--- config.mk ---
export PLATFORM = sky130hd
export DESIGN_NAME = alignment_lcm_saturating_top
export DESIGN_NICKNAME = d
export VERILOG_FILES = /design/src/rtl/core/alcm_pkg.sv /design/src/rtl/core/alcm_datapath.sv /design/src/rtl/core/alcm_ctrl.sv /design/src/rtl/core/alignment_lcm_saturating_top.sv
export SDC_FILE = /design/constraint.sdc
export NUM_CORES = 2
export LEC_CHECK = 0
export ABC_AREA = 1
export BUFFER_PORTS_ARGS = -buffer_cell sky130_fd_sc_hd__buf_2
export CORE_ASPECT_RATIO = 1.4
export CORE_MARGIN = 1
export CORE_UTILIZATION = 51
export DETAILED_ROUTE_END_ITERATION = 10
export PLACE_DENSITY = 0.68
export RECOVER_POWER = 50
export SLEW_MARGIN = 20
export SYNTH_ARGS = -nofsm -noshare
export SYNTH_HDL_FRONTEND = slang
export SYNTH_SLANG_ARGS = --single-unit
--- constraint.sdc ---
create_clock -name clk -period 8.6 [get_ports clk]
set_clock_uncertainty 0.2 [all_clocks]
set_input_delay 1.29 -clock clk [delete_from_list [all_inputs] [get_ports clk]]
set_output_delay 1.29 -clock clk [all_outputs]
set_load 0.005 [all_outputs]
--- src/rtl/core/alcm_pkg.sv ---
// Shared types and constants of the saturating lcm block.
`default_nettype none
package alcm_pkg;

	localparam int VALUE_WIDTH = 64;
	localparam int OUT_W       = 64;
	localparam int CNT_W       = $clog2(VALUE_WIDTH);

	typedef logic [VALUE_WIDTH-1:0] value_t;
	typedef logic [OUT_W-1:0]       out_word_t;
	typedef logic [CNT_W-1:0]       cnt_t;

	localparam value_t VALUE_MASK = {VALUE_WIDTH{1'b1}};
	localparam cnt_t   CNT_LAST   = cnt_t'(VALUE_WIDTH - 1);

	typedef struct packed {
		logic [63:0] align_a;
		logic [63:0] align_b;
	} req_t;

	typedef struct packed {
		logic [63:0] common_alignment;
		logic        saturated;
	} rsp_t;

	typedef struct packed {
		logic load;
		logic gcd_step;
		logic gcd_fin;
		logic div_step;
		logic mul_step;
		logic out_load;
	} cmd_t;

	typedef struct packed {
		logic lo_zero;
		logic gcd_eq;
	} status_t;

endpackage
`default_nettype wire

--- src/rtl/core/alcm_datapath.sv ---
// Datapath: operand order, binary gcd, restoring divider, shift-add multiplier.
`default_nettype none
module alcm_datapath (
	input  wire logic             clk,
	input  wire alcm_pkg::req_t   req_data,
	input  wire alcm_pkg::cmd_t   cmd,
	output alcm_pkg::status_t     status,
	output alcm_pkg::rsp_t        rsp_data
);

	alcm_pkg::value_t hi_q, lo_q, a_q, b_q, g_q, r_q, n_q, acc_hi_q, acc_lo_q;
	alcm_pkg::cnt_t   k_q;
	logic             triv_q;
	alcm_pkg::rsp_t   out_q;

	alcm_pkg::value_t in_a, in_b, ord_hi, ord_lo;
	alcm_pkg::value_t a_minus_b, b_minus_a;
	logic [alcm_pkg::VALUE_WIDTH:0] div_shift, div_diff, mul_sum;
	logic             div_bit, prod_ovf;
	alcm_pkg::value_t prod_res;

	always_comb begin
		in_a = alcm_pkg::value_t'(req_data.align_a);
		in_b = alcm_pkg::value_t'(req_data.align_b);
		if (in_b > in_a) begin
			ord_hi = in_b;
			ord_lo = in_a;
		end else begin
			ord_hi = in_a;
			ord_lo = in_b;
		end
	end

	assign a_minus_b = a_q - b_q;
	assign b_minus_a = b_q - a_q;

	assign div_shift = {r_q, n_q[alcm_pkg::VALUE_WIDTH-1]};
	assign div_diff  = div_shift - {1'b0, g_q};
	assign div_bit   = ~div_diff[alcm_pkg::VALUE_WIDTH];

	assign mul_sum = {1'b0, acc_hi_q} + (n_q[0] ? {1'b0, hi_q} : '0);

	assign prod_ovf = |acc_hi_q;
	assign prod_res = prod_ovf ? alcm_pkg::VALUE_MASK : acc_lo_q;

	always_ff @(posedge clk) begin
		if (cmd.load) begin
			hi_q   <= ord_hi;
			lo_q   <= ord_lo;
			a_q    <= ord_hi;
			b_q    <= ord_lo;
			k_q    <= '0;
			triv_q <= (ord_lo == '0);
		end
		if (cmd.gcd_step) begin
			// Stein step: strip twos, else subtract the smaller odd value
			priority if (!a_q[0] && !b_q[0]) begin
				a_q <= a_q >> 1;
				b_q <= b_q >> 1;
				k_q <= k_q + alcm_pkg::cnt_t'(1);
			end else if (!a_q[0]) begin
				a_q <= a_q >> 1;
			end else if (!b_q[0]) begin
				b_q <= b_q >> 1;
			end else if (a_q > b_q) begin
				a_q <= a_minus_b >> 1;
			end else begin
				b_q <= b_minus_a >> 1;
			end
		end
		if (cmd.gcd_fin) begin
			g_q      <= a_q << k_q;
			r_q      <= '0;
			n_q      <= lo_q;
			acc_hi_q <= '0;
		end
		if (cmd.div_step) begin
			r_q <= div_bit ? div_diff[alcm_pkg::VALUE_WIDTH-1:0]
			               : div_shift[alcm_pkg::VALUE_WIDTH-1:0];
			n_q <= {n_q[alcm_pkg::VALUE_WIDTH-2:0], div_bit};
		end
		if (cmd.mul_step) begin
			acc_hi_q <= mul_sum[alcm_pkg::VALUE_WIDTH:1];
			acc_lo_q <= {mul_sum[0], acc_lo_q[alcm_pkg::VALUE_WIDTH-1:1]};
			n_q      <= n_q >> 1;
		end
		if (cmd.out_load) begin
			if (triv_q) begin
				out_q.common_alignment <= alcm_pkg::out_word_t'(hi_q);
				out_q.saturated        <= 1'b0;
			end else begin
				out_q.common_alignment <= alcm_pkg::out_word_t'(prod_res);
				out_q.saturated        <= prod_ovf;
			end
		end
	end

	assign status.lo_zero = triv_q;
	assign status.gcd_eq  = (a_q == b_q);
	assign rsp_data       = out_q;

endmodule
`default_nettype wire

--- src/rtl/core/alcm_ctrl.sv ---
// Controller: sequences load, gcd, divide, multiply and result hand-off.
`default_nettype none
module alcm_ctrl (
	input  wire logic              clk,
	input  wire logic              arst_n,
	input  wire logic              req_valid,
	output logic                   req_ready,
	output logic                   rsp_valid,
	input  wire logic              rsp_ready,
	input  wire alcm_pkg::status_t status,
	output alcm_pkg::cmd_t         cmd
);

	localparam logic [2:0] ST_IDLE   = 3'd0;
	localparam logic [2:0] ST_CHECK  = 3'd1;
	localparam logic [2:0] ST_GCD    = 3'd2;
	localparam logic [2:0] ST_DIV    = 3'd3;
	localparam logic [2:0] ST_MUL    = 3'd4;
	localparam logic [2:0] ST_FINISH = 3'd5;

	logic [2:0]     state_q, state_d;
	alcm_pkg::cnt_t cnt_q, cnt_d;
	logic           rsp_valid_q, out_free;

	assign out_free  = !rsp_valid_q || rsp_ready;
	assign req_ready = (state_q == ST_IDLE);
	assign rsp_valid = rsp_valid_q;

	always_comb begin
		state_d = state_q;
		cnt_d   = cnt_q;
		cmd     = '0;
		unique case (state_q)
			ST_IDLE: begin
				if (req_valid) begin
					cmd.load = 1'b1;
					state_d  = ST_CHECK;
				end
			end
			ST_CHECK: begin
				state_d = status.lo_zero ? ST_FINISH : ST_GCD;
			end
			ST_GCD: begin
				if (status.gcd_eq) begin
					cmd.gcd_fin = 1'b1;
					cnt_d       = '0;
					state_d     = ST_DIV;
				end else begin
					cmd.gcd_step = 1'b1;
				end
			end
			ST_DIV: begin
				cmd.div_step = 1'b1;
				cnt_d        = cnt_q + alcm_pkg::cnt_t'(1);
				if (cnt_q == alcm_pkg::CNT_LAST) begin
					cnt_d   = '0;
					state_d = ST_MUL;
				end
			end
			ST_MUL: begin
				cmd.mul_step = 1'b1;
				cnt_d        = cnt_q + alcm_pkg::cnt_t'(1);
				if (cnt_q == alcm_pkg::CNT_LAST) begin
					cnt_d   = '0;
					state_d = ST_FINISH;
				end
			end
			ST_FINISH: begin
				// hold until the output register is free
				if (out_free) begin
					cmd.out_load = 1'b1;
					state_d      = ST_IDLE;
				end
			end
			default: begin
				state_d = ST_IDLE;
			end
		endcase
	end

	always_ff @(posedge clk or negedge arst_n) begin
		if (!arst_n) begin
			state_q     <= ST_IDLE;
			cnt_q       <= '0;
			rsp_valid_q <= 1'b0;
		end else begin
			state_q <= state_d;
			cnt_q   <= cnt_d;
			if (cmd.out_load) begin
				rsp_valid_q <= 1'b1;
			end else if (rsp_ready) begin
				rsp_valid_q <= 1'b0;
			end
		end
	end

endmodule
`default_nettype wire

--- src/rtl/core/alignment_lcm_saturating_top.sv ---
// Top level of the saturating lcm block: controller plus datapath.
//
// Usage: a request transaction on req_valid/req_ready carries align_a and
// align_b; one response transaction on rsp_valid/rsp_ready returns
// common_alignment and the saturated flag. Both values are unsigned; only
// the low VALUE_WIDTH bits are used.
// One request is in flight at a time. req_ready is high only while the
// controller is idle. A request with a zero operand skips gcd, divide and
// multiply. Otherwise the binary gcd runs until both values are equal, the
// restoring divider forms smaller/gcd, and the shift-add multiplier forms
// larger*(smaller/gcd), saturating to all ones on overflow.
// The result sits in an output register; a new request is taken while it
// waits. If the receiver stalls, a finished second result waits in the
// controller until the output register frees up.
// Reset (arst_n low) returns the controller to idle and drops any pending
// response; no memory needs clearing.
`default_nettype none
module alignment_lcm_saturating_top (
	input  wire logic           clk,
	input  wire logic           arst_n,
	input  wire logic           req_valid,
	output logic                req_ready,
	input  wire alcm_pkg::req_t req_data,
	output logic                rsp_valid,
	input  wire logic           rsp_ready,
	output alcm_pkg::rsp_t      rsp_data
);

	alcm_pkg::cmd_t    cmd;
	alcm_pkg::status_t status;

	alcm_ctrl u_ctrl (
		.clk       (clk),
		.arst_n    (arst_n),
		.req_valid (req_valid),
		.req_ready (req_ready),
		.rsp_valid (rsp_valid),
		.rsp_ready (rsp_ready),
		.status    (status),
		.cmd       (cmd)
	);

	alcm_datapath u_datapath (
		.clk      (clk),
		.req_data (req_data),
		.cmd      (cmd),
		.status   (status),
		.rsp_data (rsp_data)
	);

	// a new transaction cannot be taken directly after one is accepted
	a_one_in_flight: assert property (@(posedge clk) disable iff (!arst_n)
		req_valid && req_ready |=> !req_ready)
		else $error("request accepted while another is in flight");

	a_sat_value: assert property (@(posedge clk) disable iff (!arst_n)
		rsp_valid && rsp_data.saturated |->
			rsp_data.common_alignment == alcm_pkg::out_word_t'(alcm_pkg::VALUE_MASK))
		else $error("saturated result is not all ones");

	a_load_exclusive: assert property (@(posedge clk) disable iff (!arst_n)
		cmd.out_load |-> !cmd.load && !cmd.mul_step && !cmd.div_step)
		else $error("result load overlaps datapath work");

endmodule
`default_nettype wire

# Word level (Yosys, flattened, before mapping)

Cells that the tools add are included.

Add/sub/neg operators: 6
Multiply operators: 0
Divide/modulo/power cells: 0
Order comparisons: 2
Equal/unequal tests: 12
Shift-type cells: 1
Muxes and demuxes: 48
Bitwise operators: 1
Reductions and logical operators: 16

Operators with widths:

| operator                                             | number |
|---|---|
| two-way mux 64 bit                                   | 22 |
| greater-than comparator 64 bit                       | 2 |
| subtractor 64 bit                                    | 2 |
| adder 64 x 65 -> 65 bit                              | 1 |
| two-way mux 65 bit                                   | 1 |
| subtractor 65 x 64 -> 65 bit                         | 1 |
| equality test 64 bit                                 | 1 |
| logical NOT 64 bit                                   | 1 |
| OR reduction 64 bit                                  | 1 |
| << shifter 64 x 6 -> 64 bit                          | 1 |
| two-way mux 63 bit                                   | 1 |
| two-way mux 6 bit                                    | 5 |
| two-way mux 3 bit                                    | 6 |
| one-hot mux 3 bit (6 select lines)                   | 1 |
| adder 6 x 1 -> 6 bit (second input constant)         | 2 |
| one-hot mux 6 bit (2 select lines)                   | 1 |
| two-way mux 1 bit                                    | 10 |
| nonzero test 2 bit                                   | 4 |
| equality test 3 x 2 -> 1 bit (second input constant) | 2 |
| equality test 3 bit (second input constant)          | 2 |
| equality test 6 bit (second input constant)          | 1 |
| != test 2 x 1 -> 1 bit (second input constant)       | 3 |
| AND reduction 5 bit                                  | 1 |
| != test 2 bit (second input constant)                | 2 |
| other kinds (10)                                     | 12 |

Flip-flop bits (word level): 658
Bits in latches: 0
RAM bits: 0
Bits in read-only memories: 0
Output and inout port bits: 67
Memories: 0

# Longest topological paths before layout

Depth in word-level cells: 8
Mapped depth: 26
Depth with buffers taken out: 24

# Hierarchy

Synthesis repeated with hierarchy kept, for this count alone.

Cells, all modules: 7,376
Area, all modules: 51,908.5 sq um

Modules (own cells, without submodules):

| module        | times used | cells each | area an instance (sq um) | seq. area each (sq um) |
|---|---|---|---|---|
| alcm_datapath | 1          | 7,275      | 51,241.6                 | 18,107.4 |
| alcm_ctrl     | 1          | 101        | 666.9                    | 250.2 |

# Worst setup path before layout

Ideal clock, no wire load.

Path type: flip-flop to flip-flop
Start: register u_datapath.b_q[33]
End: register u_datapath.n_q[0], enable pin
Setup time: 0.426 ns
Arrival: 6.527 ns
Setup slack: 1.446 ns
Stages on the path, launching flop included: 16
Cell sequence: dfxtp_1 inv_1 ha_1 clkbuf_2 nand2_2 nor2_1 inv_2 nor2_2 nand2_1 inv_2 nand2_2 nor2_2 inv_2 nor2_1 inv_1 nand2_1

RTL lines:

| element                  | line                | text |
|---|---|---|
| start: declaration       | alcm_datapath.sv:11 | `alcm_pkg::value_t hi_q, lo_q, a_q, b_q, g_q, r_q, n_q, acc_hi_q, acc_lo_q;` |
| start signal: assignment | alcm_datapath.sv:51 | `b_q <= ord_lo;` |
| start signal: assignment | alcm_datapath.sv:59 | `b_q <= b_q >> 1;` |
| start signal: assignment | alcm_datapath.sv:64 | `b_q <= b_q >> 1;` |
| end signal: assignment   | alcm_datapath.sv:74 | `n_q <= lo_q;` |
| end signal: assignment   | alcm_datapath.sv:80 | `n_q <= {n_q[alcm_pkg::VALUE_WIDTH-2:0], div_bit};` |
| end signal: assignment   | alcm_datapath.sv:85 | `n_q <= n_q >> 1;` |
| end: declaration         | alcm_datapath.sv:11 |  |

# Worst setup path in the final report

Start: input port req_data[93] (netlist bit)
End: register u_datapath.triv_q (data pin)

Longest elaborated chain between the ends: 3

RTL lines:

| element                        | line                               | text |
|---|---|---|
| start: declaration             | alignment_lcm_saturating_top.sv:23 | `input wire alcm_pkg::req_t req_data,` |
| greater-than comparator 64 bit | alcm_datapath.sv:25                | `if (in_b > in_a) begin` |
| two-way mux 64 bit *           | alcm_datapath.sv:25                |  |
| logical NOT 64 bit *           | alcm_datapath.sv:53                | `triv_q <= (ord_lo == '0);` |
| end signal: assignment         | alcm_datapath.sv:53                |  |
| end: declaration               | alcm_datapath.sv:13                | `logic triv_q;` |

Mark *: on every way between the ends. The rest lies on a longest branch, timed or not.
A chain may end at the register's enable or synchronous reset.

==> flow_summary_export.csv <==
group,metric,value,unit
sta,rsz0062_at_grt,"false",
sta,tns,0,ns
power_and_ir_drop,ir_worst_vdd,0.354,mV
sta,maxSlewHeadroom,-171,%
grt,track_usage,40.3,%
clock_network,cts-buffers-inserted,71,
synth,yosysMostFrequentCell,"nand2_1",
sta,tightest_slew,4.06,ns
run_status,violations,"max-capacitance violations, max-slew violations",
synth,synth_common_cells,"nand2_1, inv_1, nor2_1",
sta,final.period_utilization,78.7,%
run_status,status,"finished with violations",
synth,synth_edf_count,513,
critical_path,regToRegStartpoint,"u_ctrl.state_q[0]",
synth,synth_top_area_share,29.6,%
critical_path,arrival,7.10,ns
route,drc,0,
grt,grt_max_degree,114,
synth,syn_nets,7775,
critical_path,r2r_end,"u_datapath.a_q[0]",
clock_network,clk_pin_slew,0.06,ns
layout,drive_gt1_share,5.14,%
sta,max_freq,148,MHz
sta,hold_viol,0,
die,core-area,101000,µm²
placed_design,gp_congestion,1.12,
flow_run,maxCapViolCount,7,
synth,synth_area_per_cell,7.12,µm²
grt,first_global_vias,49703,
power_and_ir_drop,pwr_density_cell,450,nW/µm²
critical_path,endpoint_kind,"register",
power_and_ir_drop,leakagePower,25.8,nW
die,start_util,51.5,%
synth,syn_inst,7317,
layout,fillers,9934,
die,die_x,272,µm
synth,synth_top_area_cell,"edfxtp_1",
synth,synth_area_leaders,"edfxtp_1, nand2_1, ha_1",
die,pin_count,199,
clock_network,hold_buffers,0,
sta,setup_viol,0,
clock_network,clockRootBuffer,"clkbuf_16",
route,first_pass_iters,6,
critical_path,startpoint_type,"input port",
synth,synth-main-ff-cell,"edfxtp_1",
critical_path,reg2reg_slack,2.22,ns
clock_network,cts_tree,"yes",
critical_path,worstPathRequired,8.93,ns
grt,grt_pass1_wl,310,mm
synth,seq_area_frac_synth,35.2,%
power_and_ir_drop,finalPower,25.3,mW
synth,syn_area,52100,µm²
placed_design,hpwlAfterDp,170,mm
die,die-area,103000,µm²
min_path,worstHoldStart,"u_datapath.acc_lo_q[15]",
clock_network,cts_max_level,3,
grt,antenna_found_initial,16,
synth,ys_ff_latch,658,
route,drt-total-wl,212,mm
min_path,whs_path_depth,0,
route,drtIter0Drc,5629,
synth,ys_warn_count,0,
clock_network,clk_latency,0.69,ns
route,viasPerCell,5.91,
layout,layout-area-overhead-vs-synth,7.90,%
route,vias,51664,
route,antenna_left,0,
min_path,holdPathEnd,"u_datapath.acc_lo_q[14]",
critical_path,cp_max_fo,44,
grt,gr-total-overflow,0,
placed_design,port_buffers,198,
clock_network,cts.repair.resized,0,
critical_path,setup.worst_path.class,"input port to register",
layout,largest_register_ffs,65,
critical_path,ff2ff_path_depth,8,
layout,fin_nets,7800,
die,die_y,380,µm
sta,drv_slew,392,
clock_network,clockBufferDepth,3,
route,wl_per_cell,24.2,µm
synth,synth.distinct_cells,64,
synth,synthArstFlopShare,1.52,%
min_path,hold_class,"register to register",
clock_network,post_cts_buffers,0,
sta,period_needed,6.77,ns
clock_network,clkSinkCount,658,
die,rows,138,
-- cell families after synthesis --
| kind of cell | count (synthesis) | synth area share, % |
|---|---|---|
| AOI/OAI and AO/OA | 1924 | 20.8 |
| xor gates and xnor gates | 179 | 3.01 |
| adders and majority gates | 326 | 7.88 |
| buffers and inverters | 1352 | 10.2 |
| muxes | 91 | 1.75 |
| and+or+nand+nor | 2787 | 21.1 |
| DFF | 658 | 35.2 |
-- metal layers --
| metal | GRT usage [%] | vias to the layer above | routed length (µm) |
|---|---|---|---|
| li1 | - | 24410 | - |
| met1 | 49.1 | 24137 | 81100 |
| met2 | 64.6 | 2507 | 95400 |
| met3 | 7.38 | 608 | 18400 |
| met4 | 26.9 | 2 | 16500 |
| met5 | 0 | - | 13 |
-- cell type report --
class	instances	area, µm²	area share (%)
antenna	11	27.5	0.0490
clock buffer	97	1940	3.44
clock inverter	34	445	0.792
inverter	1049	3940	7.01
multi-input combinational	5307	28500	50.7
sequential	658	18400	32.6
tap	1330	1660	2.96
timing repair buffer	255	1350	2.40
-- per-stage QoR --
step           worst slack, ns  hold WS [ns]  instances  cell area (µm²)  util (%)
6_report                  1.83         0.248       8741            56200      55.6
2_1_floorplan             1.45         0.227       7317            52100         -
4_1_cts                   3.28         0.249       8730            56300      55.6
3_5_place_dp              2.76         0.233       8599            53900      53.3
3_3_place_gp              2.01         0.231       8598            53900      53.3
5_1_grt                   1.73         0.252       8734            56200      55.6
-- worst max path at each step --
stage | start | to | slack, ns | cells after the start
2_1_floorplan | u_datapath.b_q[33] | u_datapath.n_q[0] | 1.45 | 15
3_3_place_gp | req_data[71] | u_datapath.triv_q | 2.01 | 18
3_5_place_dp | req_data[93] | u_datapath.triv_q | 2.76 | 20
4_1_cts | u_datapath.b_q[0] | u_datapath.b_q[59] | 3.28 | 14
5_1_grt | u_ctrl.state_q[0] | u_datapath.a_q[0] | 1.73 | 8
6_report | req_data[93] | u_datapath.triv_q | 1.83 | 20
-- power breakdown --
part | total (mW) | internal [mW] | switching, mW
Combinational | 16.5 | 4.62 | 11.9
Clock | 3.24 | 1.84 | 1.40
Sequential | 5.56 | 4.81 | 0.753
-- critical path: stages --
cell and delay (ns):
clkbuf_1 0.27, inv_1 0.09, ha_1 0.30, nand2_1 0.11
nor2_1 0.23, nand2_1 0.19, nor2_1 0.52, nand2_1 0.11
nand2_1 0.21, nand2_1 0.09, nand2_1 0.18, clkbuf_1 1.88
nand3_1 0.16, nand2_1 0.23, nand2_1 0.07, nor2_1 0.17
nand2_1 0.10, nor2_1 0.60, nand2_1 0.12, nor2_1 0.15
-- layout by cell type (no fill, tap or decap), types with 28 or more instances in the layout --
master / instances
a21boi_0: 28
a21boi_1: 33
a21o_1: 35
a21oi_1: 710
a22oi_1: 40
a31oi_1: 44
buf_2: 153
buf_4: 53
clkbuf_1: 69
clkbuf_16: 72
dfxtp_1: 134
edfxtp_1: 513
ha_1: 322
inv_1: 1030
mux2i_1: 91
nand2_1: 1630
nand3_1: 159
nand4_1: 29
nor2_1: 855
nor3_1: 35
nor4_1: 28
o211ai_1: 109
o21a_1: 40
o21ai_0: 670
o21ai_1: 69
o221ai_1: 60
xnor2_1: 34
xor2_1: 145
Power figures use the tool's default switching activity.
